$ cat src/sv/htds_pkg.sv
// Package for the haptic tremor drive sequencer.
// Holds the channel word types, register index codes and driver constants.
// No dependencies.
package htds_pkg;

    // Field widths fixed by the channel format.
    localparam int RMS_W  = 10;
    localparam int NOW_W  = 32;
    localparam int BYTE_W = 8;

    // Configuration port.
    localparam int CFG_IDX_W  = 2;
    localparam int CFG_DATA_W = 16;

    localparam logic [CFG_IDX_W-1:0] CFG_THRESHOLD  = 2'd0;
    localparam logic [CFG_IDX_W-1:0] CFG_FULL_SCALE = 2'd1;
    localparam logic [CFG_IDX_W-1:0] CFG_PERIOD     = 2'd2;
    localparam logic [CFG_IDX_W-1:0] CFG_BRAKE      = 2'd3;

    localparam logic [RMS_W-1:0]      THRESHOLD_RST  = 10'd4;
    localparam logic [RMS_W-1:0]      FULL_SCALE_RST = 10'd40;
    localparam logic [CFG_DATA_W-1:0] PERIOD_RST     = 16'd100;
    localparam logic [BYTE_W-1:0]     BRAKE_RST      = 8'd10;

    // Driver register addresses and data codes.
    localparam logic [BYTE_W-1:0] ADDR_MODE    = 8'h01;
    localparam logic [BYTE_W-1:0] ADDR_RTP     = 8'h02;
    localparam logic [BYTE_W-1:0] MODE_RTP     = 8'h05;
    localparam logic [BYTE_W-1:0] MODE_STANDBY = 8'h40;
    localparam logic [BYTE_W-1:0] LEVEL_MIN    = 8'd5;
    localparam logic [BYTE_W-1:0] LEVEL_MAX    = 8'd100;
    localparam logic [BYTE_W-1:0] DRIVE_OFF    = 8'd0;
    localparam logic [BYTE_W-1:0] COUNT_MAX    = 8'hFF;

    // Level map: (rms - thr) * 95 / (fs - thr) + 5.
    localparam int NUM_W = 17;
    localparam int DEN_W = RMS_W;
    localparam logic [6:0] LEVEL_SPAN = 7'd95;

    typedef struct packed {
        logic [RMS_W-1:0] rms_hundredths;
        logic [NOW_W-1:0] now_ms;
    } t_in_word;

    typedef struct packed {
        logic [BYTE_W-1:0] reg_addr;
        logic [BYTE_W-1:0] reg_data;
        logic              last_write;
    } t_out_word;

endpackage

$ cat src/sv/htds_div.sv
// Restoring unsigned divider, one quotient bit per cycle.
// Uses widths from htds_pkg.
module htds_div (
    input  logic                        i_clk,
    input  logic                        i_rst_n,
    input  logic                        i_start,
    input  logic [htds_pkg::NUM_W-1:0]  i_dividend,
    input  logic [htds_pkg::DEN_W-1:0]  i_divisor,
    output logic                        o_done,
    output logic [htds_pkg::NUM_W-1:0]  o_quotient
);

    localparam int CNT_W = $clog2(htds_pkg::NUM_W + 1);

    logic [CNT_W-1:0]           r_cnt,  n_cnt;
    logic                       r_done, n_done;
    logic [htds_pkg::DEN_W-1:0] r_rem,  n_rem;
    logic [htds_pkg::DEN_W-1:0] r_den,  n_den;
    logic [htds_pkg::NUM_W-1:0] r_quo,  n_quo;

    logic [htds_pkg::DEN_W:0]   w_trial;
    logic                       w_fits;

    // Shift the next dividend bit into the partial remainder and try a subtract.
    assign w_trial = {r_rem, r_quo[htds_pkg::NUM_W-1]};
    assign w_fits  = (w_trial >= {1'b0, r_den});

    always_comb begin
        n_cnt  = r_cnt;
        n_done = 1'b0;
        n_rem  = r_rem;
        n_den  = r_den;
        n_quo  = r_quo;
        if (i_start) begin
            n_cnt = CNT_W'(htds_pkg::NUM_W);
            n_rem = '0;
            n_den = i_divisor;
            n_quo = i_dividend;
        end else if (r_cnt != '0) begin
            n_cnt  = r_cnt - 1'b1;
            n_done = (r_cnt == CNT_W'(1));
            if (w_fits) begin
                n_rem = htds_pkg::DEN_W'(w_trial - {1'b0, r_den});
            end else begin
                n_rem = w_trial[htds_pkg::DEN_W-1:0];
            end
            n_quo = {r_quo[htds_pkg::NUM_W-2:0], w_fits};
        end
    end

    always_ff @(posedge i_clk) begin
        if (!i_rst_n) begin
            r_cnt  <= '0;
            r_done <= 1'b0;
        end else begin
            r_cnt  <= n_cnt;
            r_done <= n_done;
        end
        r_rem <= n_rem;
        r_den <= n_den;
        r_quo <= n_quo;
    end

    assign o_done     = r_done;
    assign o_quotient = r_quo;

endmodule

$ cat src/sv/haptic_tremor_drive_sequencer_top.sv
// Top level of the haptic tremor drive sequencer.
// Depends on htds_pkg and the divider htds_div.
//
// The input channel takes one word per tremor sample: the RMS level in
// hundredths and a millisecond timestamp. A word is accepted when
// i_in_valid is high and o_in_stall is low. The output channel gives zero,
// one or two driver register writes per sample, each as an address/data word
// with last_write set on the final one. A word leaves when o_out_valid is high
// and i_out_stall is low.
// A sample that only needs fixed register writes shows its first word in the
// cycle after it is accepted. A sample that needs a new drive level goes
// through the restoring divider, one quotient bit per cycle, and its first
// word is shown once the divider's done flag has moved the state to S_OUT0.
// One sample is handled at a time and o_in_stall stays high until its last
// word is taken. A quiet sample in standby writes nothing and the block is
// ready again the next cycle.
// Reset loads the register defaults, puts the block in standby with a zero
// brake count and zero last-update time, and drops all pending output.
// When the receiver stalls, the current output word holds unchanged.
// Configuration is to be written only while the block is idle.
module haptic_tremor_drive_sequencer_top #(
    parameter int TIME_BITS = 32
) (
    input  logic                              i_clk,
    input  logic                              i_rst_n,
    input  logic                              i_in_valid,
    output logic                              o_in_stall,
    input  htds_pkg::t_in_word                i_in_data,
    output logic                              o_out_valid,
    input  logic                              i_out_stall,
    output htds_pkg::t_out_word               o_out_data,
    input  logic                              i_cfg_we,
    input  logic [htds_pkg::CFG_IDX_W-1:0]    i_cfg_index,
    input  logic [htds_pkg::CFG_DATA_W-1:0]   i_cfg_data
);

    typedef enum logic [3:0] {
        S_IDLE = 4'b0001,
        S_DIV  = 4'b0010,
        S_OUT0 = 4'b0100,
        S_OUT1 = 4'b1000
    } t_state;

    t_state r_state, n_state;

    // Configuration registers.
    logic [htds_pkg::RMS_W-1:0]      r_thr;
    logic [htds_pkg::RMS_W-1:0]      r_fs;
    logic [htds_pkg::CFG_DATA_W-1:0] r_period;
    logic [htds_pkg::BYTE_W-1:0]     r_brake_lim;

    // Sequencer state.
    logic                            r_standby, n_standby;
    logic [htds_pkg::BYTE_W-1:0]     r_brake_cnt, n_brake_cnt;
    logic [TIME_BITS-1:0]            r_last, n_last;

    // Pending output words.
    htds_pkg::t_out_word             r_w0, n_w0;
    htds_pkg::t_out_word             r_w1, n_w1;
    logic                            r_two, n_two;

    logic                            w_in_acc;
    logic                            w_out_acc;
    logic [TIME_BITS-1:0]            w_now;
    logic [TIME_BITS-1:0]            w_elapsed;
    logic                            w_active;
    logic                            w_due;
    logic [htds_pkg::BYTE_W-1:0]     w_cnt_inc;
    logic [htds_pkg::RMS_W-1:0]      w_diff;
    logic [htds_pkg::NUM_W-1:0]      w_num;
    logic [htds_pkg::DEN_W-1:0]      w_den;
    logic                            w_div_start;
    logic                            w_div_done;
    logic [htds_pkg::NUM_W-1:0]      w_quo;

    assign o_in_stall  = (r_state != S_IDLE);
    assign o_out_valid = (r_state == S_OUT0) || (r_state == S_OUT1);
    assign o_out_data  = (r_state == S_OUT1) ? r_w1 : r_w0;

    assign w_in_acc  = i_in_valid && !o_in_stall;
    assign w_out_acc = o_out_valid && !i_out_stall;

    // Time is kept modulo 2^TIME_BITS; the timestamp is cut or zero-extended.
    assign w_now     = TIME_BITS'(i_in_data.now_ms);
    assign w_elapsed = w_now - r_last;
    assign w_active  = (i_in_data.rms_hundredths >= r_thr);
    assign w_due     = (w_elapsed >= TIME_BITS'(r_period));

    // Brake count saturates at its maximum.
    assign w_cnt_inc = (r_brake_cnt == htds_pkg::COUNT_MAX) ? r_brake_cnt
                                                            : r_brake_cnt + 1'b1;

    // Level numerator and denominator; only used when fs is above thr.
    assign w_diff = i_in_data.rms_hundredths - r_thr;
    assign w_num  = htds_pkg::NUM_W'(w_diff) * htds_pkg::NUM_W'(htds_pkg::LEVEL_SPAN);
    assign w_den  = r_fs - r_thr;

    assign w_div_start = w_in_acc && w_active && w_due && (r_fs > r_thr);

    htds_div u_div (
        .i_clk      (i_clk),
        .i_rst_n    (i_rst_n),
        .i_start    (w_div_start),
        .i_dividend (w_num),
        .i_divisor  (w_den),
        .o_done     (w_div_done),
        .o_quotient (w_quo)
    );

    always_comb begin
        n_state     = r_state;
        n_standby   = r_standby;
        n_brake_cnt = r_brake_cnt;
        n_last      = r_last;
        n_w0        = r_w0;
        n_w1        = r_w1;
        n_two       = r_two;
        case (r_state)
            S_IDLE: begin
                if (w_in_acc) begin
                    if (w_active) begin
                        n_standby   = 1'b0;
                        n_brake_cnt = '0;
                        n_w0.reg_addr = htds_pkg::ADDR_MODE;
                        n_w0.reg_data = htds_pkg::MODE_RTP;
                        if (w_due) begin
                            n_last          = w_now;
                            n_w0.last_write = 1'b0;
                            n_w1.reg_addr   = htds_pkg::ADDR_RTP;
                            n_w1.reg_data   = htds_pkg::LEVEL_MAX;
                            n_w1.last_write = 1'b1;
                            n_two           = 1'b1;
                            n_state         = w_div_start ? S_DIV : S_OUT0;
                        end else begin
                            n_w0.last_write = 1'b1;
                            n_two           = 1'b0;
                            n_state         = S_OUT0;
                        end
                    end else if (!r_standby) begin
                        n_brake_cnt   = w_cnt_inc;
                        n_w0.reg_addr = htds_pkg::ADDR_RTP;
                        n_w0.reg_data = htds_pkg::DRIVE_OFF;
                        n_state       = S_OUT0;
                        if (w_cnt_inc >= r_brake_lim) begin
                            n_standby       = 1'b1;
                            n_w0.last_write = 1'b0;
                            n_w1.reg_addr   = htds_pkg::ADDR_MODE;
                            n_w1.reg_data   = htds_pkg::MODE_STANDBY;
                            n_w1.last_write = 1'b1;
                            n_two           = 1'b1;
                        end else begin
                            n_w0.last_write = 1'b1;
                            n_two           = 1'b0;
                        end
                    end
                end
            end
            S_DIV: begin
                if (w_div_done) begin
                    // Below the clamp the quotient is at most 94, so its low byte suffices.
                    if (w_quo >= htds_pkg::NUM_W'(htds_pkg::LEVEL_SPAN)) begin
                        n_w1.reg_data = htds_pkg::LEVEL_MAX;
                    end else begin
                        n_w1.reg_data = w_quo[htds_pkg::BYTE_W-1:0] + htds_pkg::LEVEL_MIN;
                    end
                    n_state = S_OUT0;
                end
            end
            S_OUT0: begin
                if (w_out_acc) begin
                    n_state = r_two ? S_OUT1 : S_IDLE;
                end
            end
            S_OUT1: begin
                if (w_out_acc) begin
                    n_state = S_IDLE;
                end
            end
            default: begin
                n_state = S_IDLE;
            end
        endcase
    end

    always_ff @(posedge i_clk) begin
        if (!i_rst_n) begin
            r_state     <= S_IDLE;
            r_standby   <= 1'b1;
            r_brake_cnt <= '0;
            r_last      <= '0;
            r_two       <= 1'b0;
            r_thr       <= htds_pkg::THRESHOLD_RST;
            r_fs        <= htds_pkg::FULL_SCALE_RST;
            r_period    <= htds_pkg::PERIOD_RST;
            r_brake_lim <= htds_pkg::BRAKE_RST;
        end else begin
            r_state     <= n_state;
            r_standby   <= n_standby;
            r_brake_cnt <= n_brake_cnt;
            r_last      <= n_last;
            r_two       <= n_two;
            if (i_cfg_we) begin
                case (i_cfg_index)
                    htds_pkg::CFG_THRESHOLD:  r_thr <= i_cfg_data[htds_pkg::RMS_W-1:0];
                    htds_pkg::CFG_FULL_SCALE: r_fs  <= i_cfg_data[htds_pkg::RMS_W-1:0];
                    htds_pkg::CFG_PERIOD:     r_period <= i_cfg_data;
                    htds_pkg::CFG_BRAKE: begin
                        r_brake_lim <= i_cfg_data[htds_pkg::BYTE_W-1:0];
                    end
                    default: begin
                    end
                endcase
            end
        end
        r_w0 <= n_w0;
        r_w1 <= n_w1;
    end

endmodule

$ cat config.mk
export PLATFORM = sky130hd
export DESIGN_NAME = haptic_tremor_drive_sequencer_top
export DESIGN_NICKNAME = d
export VERILOG_FILES = /design/src/sv/htds_pkg.sv /design/src/sv/htds_div.sv /design/src/sv/haptic_tremor_drive_sequencer_top.sv
export SDC_FILE = /design/constraint.sdc
export NUM_CORES = 1
export LEC_CHECK = 0
export ABC_AREA = 1
export ABC_CLOCK_PERIOD_IN_PS = 6870
export BUFFER_PORTS_ARGS = -buffer_cell sky130_fd_sc_hd__buf_2
export CAP_MARGIN = 10
export CORE_ASPECT_RATIO = 0.9
export CORE_MARGIN = 2
export CORE_UTILIZATION = 50
export DETAILED_ROUTE_END_ITERATION = 6
export PLACE_DENSITY_LB_ADDON = 0.15
export SLEW_MARGIN = 20
export SYNTH_ARGS = -nofsm -noshare
export SYNTH_HDL_FRONTEND = slang
export SYNTH_SLANG_ARGS = --single-unit
$ cat constraint.sdc
create_clock -name i_clk -period 6.87 [get_ports i_clk]
set_input_delay 0.3435 -clock i_clk [delete_from_list [all_inputs] [get_ports i_clk]]
set_output_delay 0.3435 -clock i_clk [all_outputs]
set_load 0.02 [all_outputs]
### After elaboration in Yosys (flattened, before gate mapping)

Index checks and enable logic that the tools add are counted.
W data, S select, Z words.

* register bits: 155
* input port bits: 65
* output and inout bits: 19
* logic and storage cells: 118

* add/sub/neg operators: 7
* multipliers: 1
* magnitude comparators: 6
* equal/unequal tests: 19
* muxes and demuxes: 37
* bitwise gates (word level): 2
* reductions and logical operators: 25

Operators by type and width (count)
* $mux W17: 7
* $mux W8: 5
* $ge A32 B16 Y1: 1
* $sub A32 B32 Y32: 1
* $sub A10 B10 Y10: 3
* $mux W4: 7
* $ge A17 B7 Y1 const B: 1
* $mul A10 B7 Y17 const B: 1
* $pmux W4 S4: 1
* $pmux W8 S2: 1
* $ge A11 B10 Y1: 1
* $mux W11: 1
* $ge A10 B10 Y1: 1
* $gt A10 B10 Y1: 1
* $mux W10: 1
* $mux W5: 2
* $reduce_and A2 Y1: 5
* $reduce_and A5 Y1: 2
* $mux W1: 9
* $mux W9: 1
* $ne A3 B3 Y1 const B: 3
* $add A8 B1 Y8 const B: 1
* $add A8 B3 Y8 const B: 1
* $eq A8 B8 Y1 const B: 1
* 25 further kinds: 39

### Depth between registers and ports, before layout

Gate-level depths: netlist (run 1).

* word-level depth: 11
* mapped depth: 30
* gate-level depth less buffers: 30

### By module

From an unflattened synthesis (run 1), not the netlist that was laid out.

* cells, all modules: 1808
* area, all modules: 12464.5 um^2

By module, submodules not included
* haptic_tremor_drive_sequencer_top: times used 1, cells each 1510, area each 10034.6 um^2, seq. area each 2192.1 um^2
* htds_div: times used 1, cells each 298, area each 2429.8 um^2, seq. area each 1131.1 um^2

### Worst setup path after synthesis (run 1)

Ideal clock, no wire load.

* kind: input -> register
* start point: input port i_in_data[32] (netlist bit)
* end point: register u_div.r_quo, in the netlist u_div.o_quotient[16] (data pin)
* library setup time: 0.253 ns
* arrival time: 5.375 ns
* required time: 6.617 ns
* slack: 1.242 ns
* stages on the path: 29
* path buffers: 0
* path through: inv_1 ha_1 inv_1 fa_1 a31o_2 inv_1 o21ai_0 xor2_1 inv_1 fa_1 inv_1 fa_1 inv_1 fa_1 inv_1 fa_1 inv_1 ha_1 inv_1 nor3_1 nand2_1 o211ai_1 a21oi_1 o21bai_1 nand4_1 nand2_1 xnor2_1 nand2_1 nand2_1

* cells in the longest elaborated chain, start to end: 5
* elaborated cells between the ends (all ways): 7
* those cells by class: add/sub: 1; mul: 1; order compare: 1; mux: 1; reduce/logical: 3

Ends and longest elaborated chain
* from (decl): RTL line haptic_tremor_drive_sequencer_top.sv:28 `input htds_pkg::t_in_word i_in_data,`
* branches (longest 4 deep; another with $mul A10 B7 Y17)
* $mux W17 (*): RTL line htds_div.sv:34 `if (i_start) begin`
* net u_div.n_quo (one bit): RTL line htds_div.sv:19 `logic [htds_pkg::NUM_W-1:0] r_quo, n_quo;`
* to (signal assigned): RTL line htds_div.sv:61 `r_quo <= n_quo;`
* to (decl): RTL line htds_div.sv:19

Mark *: on every way through the listed nets, which the timed path passes.
A chain may end at the register's enable or synchronous reset.

### Worst setup path after layout (run 1)

* start point: register r_thr[0] (netlist bit)
* end point: register u_div.r_quo, in the netlist u_div.o_quotient[16] (data pin)

* cells in the longest elaborated chain, start to end: 5
* elaborated cells between the ends (all ways): 8
* those cells by class: add/sub: 1; mul: 1; order compare: 2; mux: 1; reduce/logical: 3

Ends and longest elaborated chain
* from (decl): RTL line haptic_tremor_drive_sequencer_top.sv:47 `logic [htds_pkg::RMS_W-1:0] r_thr;`
* from (signal assigned): RTL line haptic_tremor_drive_sequencer_top.sv:192 `r_thr <= htds_pkg::THRESHOLD_RST;`
* from (signal assigned): RTL line haptic_tremor_drive_sequencer_top.sv:204 `htds_pkg::CFG_THRESHOLD: r_thr <= i_cfg_data[htds_pkg::RMS_W-1:0];`
* branches (longest 4 deep; another with $mul A10 B7 Y17)
* $mux W17 (*): RTL line htds_div.sv:34
* net u_div.n_quo (one bit): RTL line htds_div.sv:19

Marked as above.

==> results of run 1 <==
-- state kept, by name, indices dropped and copies added, names as in the netlist --
signal and cells:
u_div.r_den 10, u_div.r_rem 10, u_div.o_quotient 17, r_thr 10, r_period 16, r_last 32, r_fs 10, r_state 4
r_w0 3, r_two 1, u_div.o_done 1, u_div.r_cnt 5, r_brake_cnt 8, r_standby 1, r_brake_lim 8, r_w1 10
-- synthesized netlist by cell type, types with 2 or more instances --
library cell,n
o21a_1,2
buf_6,9
o21bai_1,9
buf_4,7
nand2_2,5
a21oi_1,103
nor3_1,21
a211oi_1,8
clkbuf_1,18
ha_1,129
nand3_2,3
nor2_2,25
nor2_1,155
o211ai_1,10
dfxtp_1,106
nand2_1,400
inv_1,360
a21o_1,2
clkinv_1,2
o21ai_0,107
edfxtp_1,40
a31oi_1,2
o21ai_1,15
nand4_1,13
fa_1,34
or2_2,6
xnor2_1,12
nor4_1,3
nand3_1,55
inv_2,4
nand3b_1,6
and2_1,5
xor2_1,49
-- worst max-delay path, delay by kind of cell (launching register included) --
kind	cells	cell delay, ns
adder cells (fa/ha/maj)	7	3.04
AO/OA/AOI/OAI	5	0.81
buffers and inverters	8	0.63
AND/OR/NAND/NOR	6	0.59
XOR/XNOR	2	0.47
flip-flops	1	0.37
-- cell families after synthesis --
logic type / synth area share
buffers and inverters: 0.132
AO/OA/AOI/OAI: 0.119
XOR/XNOR: 0.0438
adder cells (fa/ha/maj): 0.188
other: 0.000308
multiplexers: 0.000924
flip-flops: 0.273
AND/OR/NAND/NOR: 0.244
-- worst min-delay path by stage --
stage                      start   endpoint  slack [ns]  depth (start not counted)
floorplan                r_fs[3]    r_fs[3]        0.43                          2
global placement         r_fs[5]    r_fs[5]        0.45                          2
detailed placement       r_fs[5]    r_fs[5]        0.45                          2
CTS                 i_in_data[9]  r_last[9]        0.16                          3
global route        i_in_data[9]  r_last[9]        0.18                          3
finish              i_in_data[9]  r_last[9]        0.17                          3
-- stage by stage --
stage          cell area (sq um)  cells  total power [mW]  hold WS (ns)   util
6_report                   13400   2135              6.64         0.173  0.556
5_1_grt                    13400   2135              7.40         0.176  0.556
4_1_cts                    13400   2135              6.66         0.163  0.556
3_5_place_dp               12800   2103              5.63         0.453  0.530
3_3_place_gp               12800   2103              5.55         0.449  0.530
2_1_floorplan              12200   1750              4.74         0.433      -
-- final cells by class --
type / count / share of cell area
repair buffers: 80 / 0.0304
clock buffers: 20 / 0.0333
clock inverters: 12 / 0.0129
inverters: 367 / 0.103
flip-flops and latches: 146 / 0.248
well taps: 308 / 0.0288
multi-input cells: 1202 / 0.544
-- metal layers --
layer | up-vias | routed length (um) | track usage | part of all wire
li1 | 5604 | - | - | -
met1 | 4764 | 14900 | 0.346 | 0.52
met2 | 224 | 12200 | 0.361 | 0.42
met3 | 22 | 1480 | 0.0387 | 0.051
met4 | 2 | 323 | 0.0435 | 0.011
met5 | - | 13 | 0 | 0.00045
-- power groups by stage --
stage / registers (mW) / clock network [mW] / logic (mW)
floorplan: 1.29 / 0 / 3.44
global placement: 1.33 / 0 / 4.22
detailed placement: 1.33 / 0 / 4.30
CTS: 1.32 / 1.01 / 4.34
global route: 1.35 / 1.04 / 5.01
finish: 1.32 / 0.989 / 4.34
==> results.ini, run 1 <==
[run_status]
outcome = finished clean

[finish]
register_area_sq_um = 3320
area_delta_synth_final_pct = 9.91
nets = 2042
multi_input_area_sq_um = 7280
num_antenna_cells = 0
final_common_cell = nand2_1
layout_common_cells = nand2_1, inv_1, nor2_1
drive_gt1_frac = 0.0887
fillers = 2368

[critical_path]
crit_required_ns = 7.04
critPathKind = reg2reg
reg2reg_slack_ns = 0.70
startpoint_type = flop
worstSetupStartpoint = r_thr[0]
crit_top_cell = inv_1
r2r-end = u_div.o_quotient[16]
worstPathArrival_ns = 6.35
rr_startpoint = r_thr[0]
worstPathMaxFanout = 4
r2r_cells = 28
cp-end-kind = flop
critPathMaxStageDelay_ns = 0.58
slowest_stage = fa_1
crit_end = u_div.o_quotient[16]

[pwr]
max-vdd-ir-drop_v = 0.000434
intPower_mw = 3.44
p_sw_mw = 3.20
combPwrFrac = 0.653
power_switching_share = 0.482
clkPwrFrac = 0.149
seq_power_share = 0.198
p_leak_nw = 7.00
powerDensity_nw_per_um2 = 496

[sta]
fmax_mhz = 162
setup_viol = 0
rsz0062_at_grt = no
setup-tns-final_ns = 0
fin_ws_ns = 0.698
hold_viol_final = 0
slew_violations = 0
maxSlewHeadroom = 0.426
tightest_slew_ns = 0.855
finClkSkew_ns = 0.0151
period_minus_slack_ns = 6.17
period_share = 0.898

[logic_synthesis]
synthTopCellsByArea = dfxtp_1, ha_1, nand2_1
synth_area_leader_cell = dfxtp_1
syn_area_per_cell_sq_um = 6.99
async_flop_share = 0
netlist_area_sq_um = 12200
ys_warn_count = 0
ys_seq_area_frac = 0.273
syn-instance-count = 1744
synth_cell_types = 52
synthFlopType = dfxtp_1
netlist.area_leader.share = 0.174
synth-edff-count = 40
ys_ff_latch = 146

[drt]
drtIter0Drc = 815
post_drt_wl_per_cell_um = 13.5
drt-vias-per-instance = 4.97
drc_errors = 0
wirelength_um = 28900
vias = 10600
first_pass_iters = 5
drtAntennaViolNets = 0

[clocking]
cts_buffers = 17
cts-root-buf = clkbuf_16
clkLatencyLatePin_ns = 0.43
cts_tree = yes
ctsResizeCount = 0
holdBufCountCts = 0
cts_htree_levels = 4
path_clk_slew_ns = 0.07
clock_sinks = 146
cts_max_path_buffers = 2
postCtsSetupRepairBufs = 0

[die]
rows = 54
start_util = 0.505
die_h_um = 152
fp.coreArea_sq_um = 24100
die_w_um = 169
dieArea_sq_um = 25700
io_pins = 84

[placement]
hpwl_um = 23100
port_buffers = 77
pre_cts_ws_ns = 0.588
place_congestion = 0.912

[global_routing]
grt_antenna_before_repair = 1
grt-ovfl-total = 0
grt_pass1_wl_um = 48500
grt_max_degree = 82
grt_pass1_vias = 9912
grtUsageTotal = 0.233

[run]
maxCapViolCount = 0

[min_path]
hold_class = in2reg

No activity file was read; power rests on OpenSTA's default activity.
==> run 2, diff against run 1 <==
ABC_CLOCK_PERIOD_IN_PS = 7800   (was 6870)
CORE_UTILIZATION = 27   (was 50)
clock period = 7.8 ns   (was 6.87 ns; I/O delays follow)
==> run 2 against run 1 <==
Effect of this change:
- worst hold slack better by 0.030 ns
- setup slack better by 0.99 ns
- core utilization is 25 points lower
- fmax is 0.92% higher
- final area is 2.5% higher
- sequential power is 12% lower
- register-to-register slack better by 0.99 ns
- first-iteration DRC count is 41% lower
- total power is 12% lower
- critical path type unchanged
- critical endpoint unchanged
- largest cell class unchanged
==> results.ini, run 2 (synthesis results as in run 1) <==
[run_status]
outcome = finished clean

[global_routing]
grt_pass1_vias = 10000
grt_antenna_before_repair = 1
grt_pass1_wl_um = 53100
grt_max_degree = 82
grt-ovfl-total = 0
grtUsageTotal = 0.143

[clocking]
postCtsSetupRepairBufs = 0
path_clk_slew_ns = 0.07
cts_max_path_buffers = 2
cts-root-buf = clkbuf_16
cts_tree = yes
cts_buffers = 17
cts_htree_levels = 4
clkLatencyLatePin_ns = 0.46
ctsResizeCount = 0
holdBufCountCts = 0
clock_sinks = 146

[sta]
period_share = 0.784
slew_violations = 0
fmax_mhz = 164
finClkSkew_ns = 0.0235
maxSlewHeadroom = 0.450
hold_viol_final = 0
setup_viol = 0
tightest_slew_ns = 0.825
rsz0062_at_grt = no
setup-tns-final_ns = 0
fin_ws_ns = 1.68
period_minus_slack_ns = 6.12

[finish]
largest_reg_flops = 32
layout_common_cells = nand2_1, inv_1, nor2_1
top_register = r_last
area_delta_synth_final_pct = 12.7
nets = 2043
final_common_cell = nand2_1
drive_gt1_frac = 0.0886
num_antenna_cells = 0
fin_util = 0.309
design_area_sq_um = 13700

[drt]
drtAntennaViolNets = 0
drtIter0Drc = 481
first_pass_iters = 4
post_drt_wl_per_cell_um = 13.2
drt-vias-per-instance = 4.30
vias = 10400
drc_errors = 0
wirelength_um = 32100

[placement]
hpwl_um = 26100
port_buffers = 77
pre_cts_ws_ns = 1.52
place_congestion = 0.829
post_dp_cell_area_sq_um = 13200

[pwr]
powerDensity_nw_per_um2 = 426
max-vdd-ir-drop_v = 0.000286
total_power_mw = 5.86
p_leak_nw = 6.99

[critical_path]
crit_required_ns = 8.02
cp-end-kind = flop
slowest_stage = fa_1
critPathKind = reg2reg
startpoint_type = flop
critPathMaxStageDelay_ns = 0.56
crit_top_cell = inv_1
worstPathArrival_ns = 6.34
reg2reg_slack_ns = 1.68
worstPathMaxFanout = 4

[die]
start_util = 0.275
die_h_um = 206
fp.coreArea_sq_um = 44400
die_w_um = 228
dieArea_sq_um = 46900
rows = 73
io_pins = 84

[run]
maxCapViolCount = 0

[min_path]
hold_class = in2reg

## run 2: cell count changes in the layout (fill, tap and decap cells not counted), sizes merged
cell and delta:
buf +1, bufinv -1, clkbuf -1, clkinv +4
inv -2
## run 2: worst max-delay path: cells and delay by family (launching register included)
kind            cells  cell delay [ns]
compound gates      5             0.81
flops               1             0.39
xor+xnor            2             0.43
fa+ha+maj           7             3.02
buf+inv             8             0.61
simple gates        6             0.60
## run 2: report_power, final
group / switching [mW] / internal [mW]
combinational: 2.38 / 1.48
sequential: 0.113 / 1.04
clock: 0.366 / 0.476
total: 2.86 / 3.00
## run 2: final cells by class
| type | instances | area [sq um] |
|---|---|---|
| fillers | 4982 | 30700 |
| well taps | 600 | 751 |
| repair buffers | 81 | 415 |
| clock buffers | 19 | 433 |
| inverters | 367 | 1380 |
| multi-input cells | 1202 | 7280 |
| flip-flops and latches | 146 | 3320 |
| clock inverters | 13 | 150 |
## run 2: final timing paths
check | startpoint | end | depth (start not counted)
worst max-delay path | r_thr[0] | u_div.o_quotient[16] | 28
worst min-delay path | i_in_data[6] | r_last[6] | 3
worst max register to register | r_thr[0] | u_div.o_quotient[16] | 28
worst min register to register | r_brake_lim[2] | r_brake_lim[2] | 2
## run 2: per-layer routing
layer / vias to the layer above / part of all wire / GRT usage
met1: 4730 / 0.53 / 0.201
met5: - / 0 / 0
met4: 0 / 0.011 / 0.0338
met2: 91 / 0.43 / 0.226
met3: 18 / 0.028 / 0.0279
li1: 5597 / - / -
## run 2: stage by stage
| step | cells | hold WS [ns] |
|---|---|---|
| detailed placement | 2396 | 0.459 |
| global placement | 2396 | 0.456 |
| CTS | 2428 | 0.174 |
| floorplan | 1750 | 0.433 |
| global route | 2428 | 0.207 |
| finish | 2428 | 0.203 |
==> run 3, diff against run 2 <==
ABC_CLOCK_PERIOD_IN_PS = 6400   (was 7800)
clock period = 6.4 ns   (was 7.8 ns; I/O delays follow)
==> run 3 against run 2 <==
Effect of this change:
- largest power group unchanged
- clock power rose by 12%
- highest routed layer unchanged
- fmax increased by 3.7%
- critical endpoint unchanged
- non-clock buffer count rose by 5
- critical path type unchanged
- largest cell class unchanged
==> results.ini, run 3 (synthesis results as in run 1) <==
[run_status]
outcome = finished clean

[finish]
nets = 2048
top_register = r_last
layout_common_cells = nand2_1, inv_1, nor2_1
area_delta_synth_final_pct = 12.7
fillers = 4925
num_antenna_cells = 0
multi_input_area_sq_um = 7290
final_common_cell = nand2_1
largest_reg_flops = 32
drive_gt1_frac = 0.0927
register_area_sq_um = 3320

[clocking]
clkLatencyLatePin_ns = 0.45
cts_buffers = 17
cts_htree_levels = 4
cts_max_path_buffers = 2
clock_sinks = 146
cts-root-buf = clkbuf_16
holdBufCountCts = 0
path_clk_slew_ns = 0.07
cts_tree = yes

[die]
fp.coreArea_sq_um = 44400
io_pins = 84
die_w_um = 228
start_util = 0.275
dieArea_sq_um = 46900
die_h_um = 206
rows = 73

[critical_path]
cp-end-kind = flop
critPathKind = reg2reg
crit_top_cell = inv_1
reg2reg_slack_ns = 0.50
slowest_stage = fa_1
worstPathMaxFanout = 4
startpoint_type = flop
crit_required_ns = 6.61
worstPathArrival_ns = 6.11
r2r-end = u_div.o_quotient[16]
rr_startpoint = r_thr[0]
critPathMaxStageDelay_ns = 0.55
r2r_cells = 28

[placement]
pre_cts_ws_ns = 0.228
place_congestion = 0.817
hpwl_um = 26100
port_buffers = 77

[min_path]
min_path_cells = 3
min_to = r_last[9]
hold_class = in2reg
hp-start = i_in_data[9]

[pwr]
seq_power_share = 0.200
power_switching_share = 0.491
max-vdd-ir-drop_v = 0.000373
total_power_mw = 7.05
p_sw_mw = 3.46
combPwrFrac = 0.667
powerDensity_nw_per_um2 = 513
p_leak_nw = 6.99
intPower_mw = 3.59
clkPwrFrac = 0.134

[drt]
vias = 10400
post_drt_wl_per_cell_um = 13.2
drt-vias-per-instance = 4.29
first_pass_iters = 4
wirelength_um = 32100
drtAntennaViolNets = 0
drtIter0Drc = 440
drc_errors = 0

[sta]
fin_ws_ns = 0.500
rsz0062_at_grt = no
period_share = 0.922
setup-tns-final_ns = 0
fmax_mhz = 169
finClkSkew_ns = 0.0118
period_minus_slack_ns = 5.90
tightest_slew_ns = 0.813
maxSlewHeadroom = 0.458
hold_slack_ns = 0.136
slew_violations = 0
hold_viol_final = 0
setup_viol = 0

[global_routing]
grt_pass1_wl_um = 52700
grt_max_degree = 82
grt_antenna_before_repair = 0
grtUsageTotal = 0.142
grt_pass1_vias = 10100
grt-ovfl-total = 0

[run]
maxCapViolCount = 0

-- run 3: how the worst max path moves through the flow --
stage | endpoint | slack (ns) | cells after the start | from
after CTS | u_div.o_quotient[16] | 0.28 | 28 | r_thr[0]
after detailed placement | u_div.o_quotient[16] | 0.23 | 30 | i_in_data[32]
after global placement | u_div.o_quotient[16] | 0.29 | 30 | i_in_data[32]
final | u_div.o_quotient[16] | 0.50 | 28 | r_thr[0]
after floorplan | u_div.o_quotient[16] | 0.80 | 29 | i_in_data[32]
after global routing | u_div.o_quotient[16] | 0.04 | 28 | r_thr[0]
-- run 3: stage by stage --
| step | util | cell area [sq um] | cells |
|---|---|---|---|
| after floorplan | - | 12200 | 1750 |
| after global placement | 0.297 | 13200 | 2399 |
| after detailed placement | 0.297 | 13200 | 2399 |
| after CTS | 0.309 | 13700 | 2431 |
| after global routing | 0.309 | 13700 | 2433 |
| final | 0.309 | 13700 | 2433 |
-- run 3: cell type report --
type	count	share of cell area
clock buffers	18	0.0312
well taps	600	0.0546
repair buffers	86	0.0330
inverters	367	0.100
multi-input cells	1202	0.531
clock inverters	14	0.00783
flip-flops and latches	146	0.242
-- run 3: repair_timing --
action	4_1_cts	5_1_grt
buffers inserted	0	2
endpoints found under the setup margin	0	3
resized for setup	0	1
-- run 3: worst max-delay path: cells and delay by family, from the launching register on --
| kind | cells | cell delay, ns |
|---|---|---|
| fa+ha+maj | 7 | 3.01 |
| buf+inv | 8 | 0.59 |
| compound gates | 5 | 0.75 |
| xor+xnor | 2 | 0.37 |
| flops | 1 | 0.38 |
| simple gates | 6 | 0.55 |
-- run 3: power by group through the flow --
stage / clock network [mW] / registers (mW) / logic (mW)
finish: 0.943 / 1.41 / 4.70
global route: 1.02 / 1.44 / 5.54
CTS: 0.982 / 1.41 / 4.75
detailed placement: 0 / 1.43 / 4.71
global placement: 0 / 1.43 / 4.72
floorplan: 0 / 1.39 / 3.70
-- run 3: routing by layer --
layer | share of wire | wire length, um | global-route usage | up-vias
li1 | - | - | - | 5621
met1 | 0.53 | 17000 | 0.199 | 4712
met2 | 0.44 | 14100 | 0.229 | 104
met3 | 0.023 | 726 | 0.0211 | 11
met4 | 0.0093 | 299 | 0.0366 | 0
met5 | 0 | 0 | 0 | -
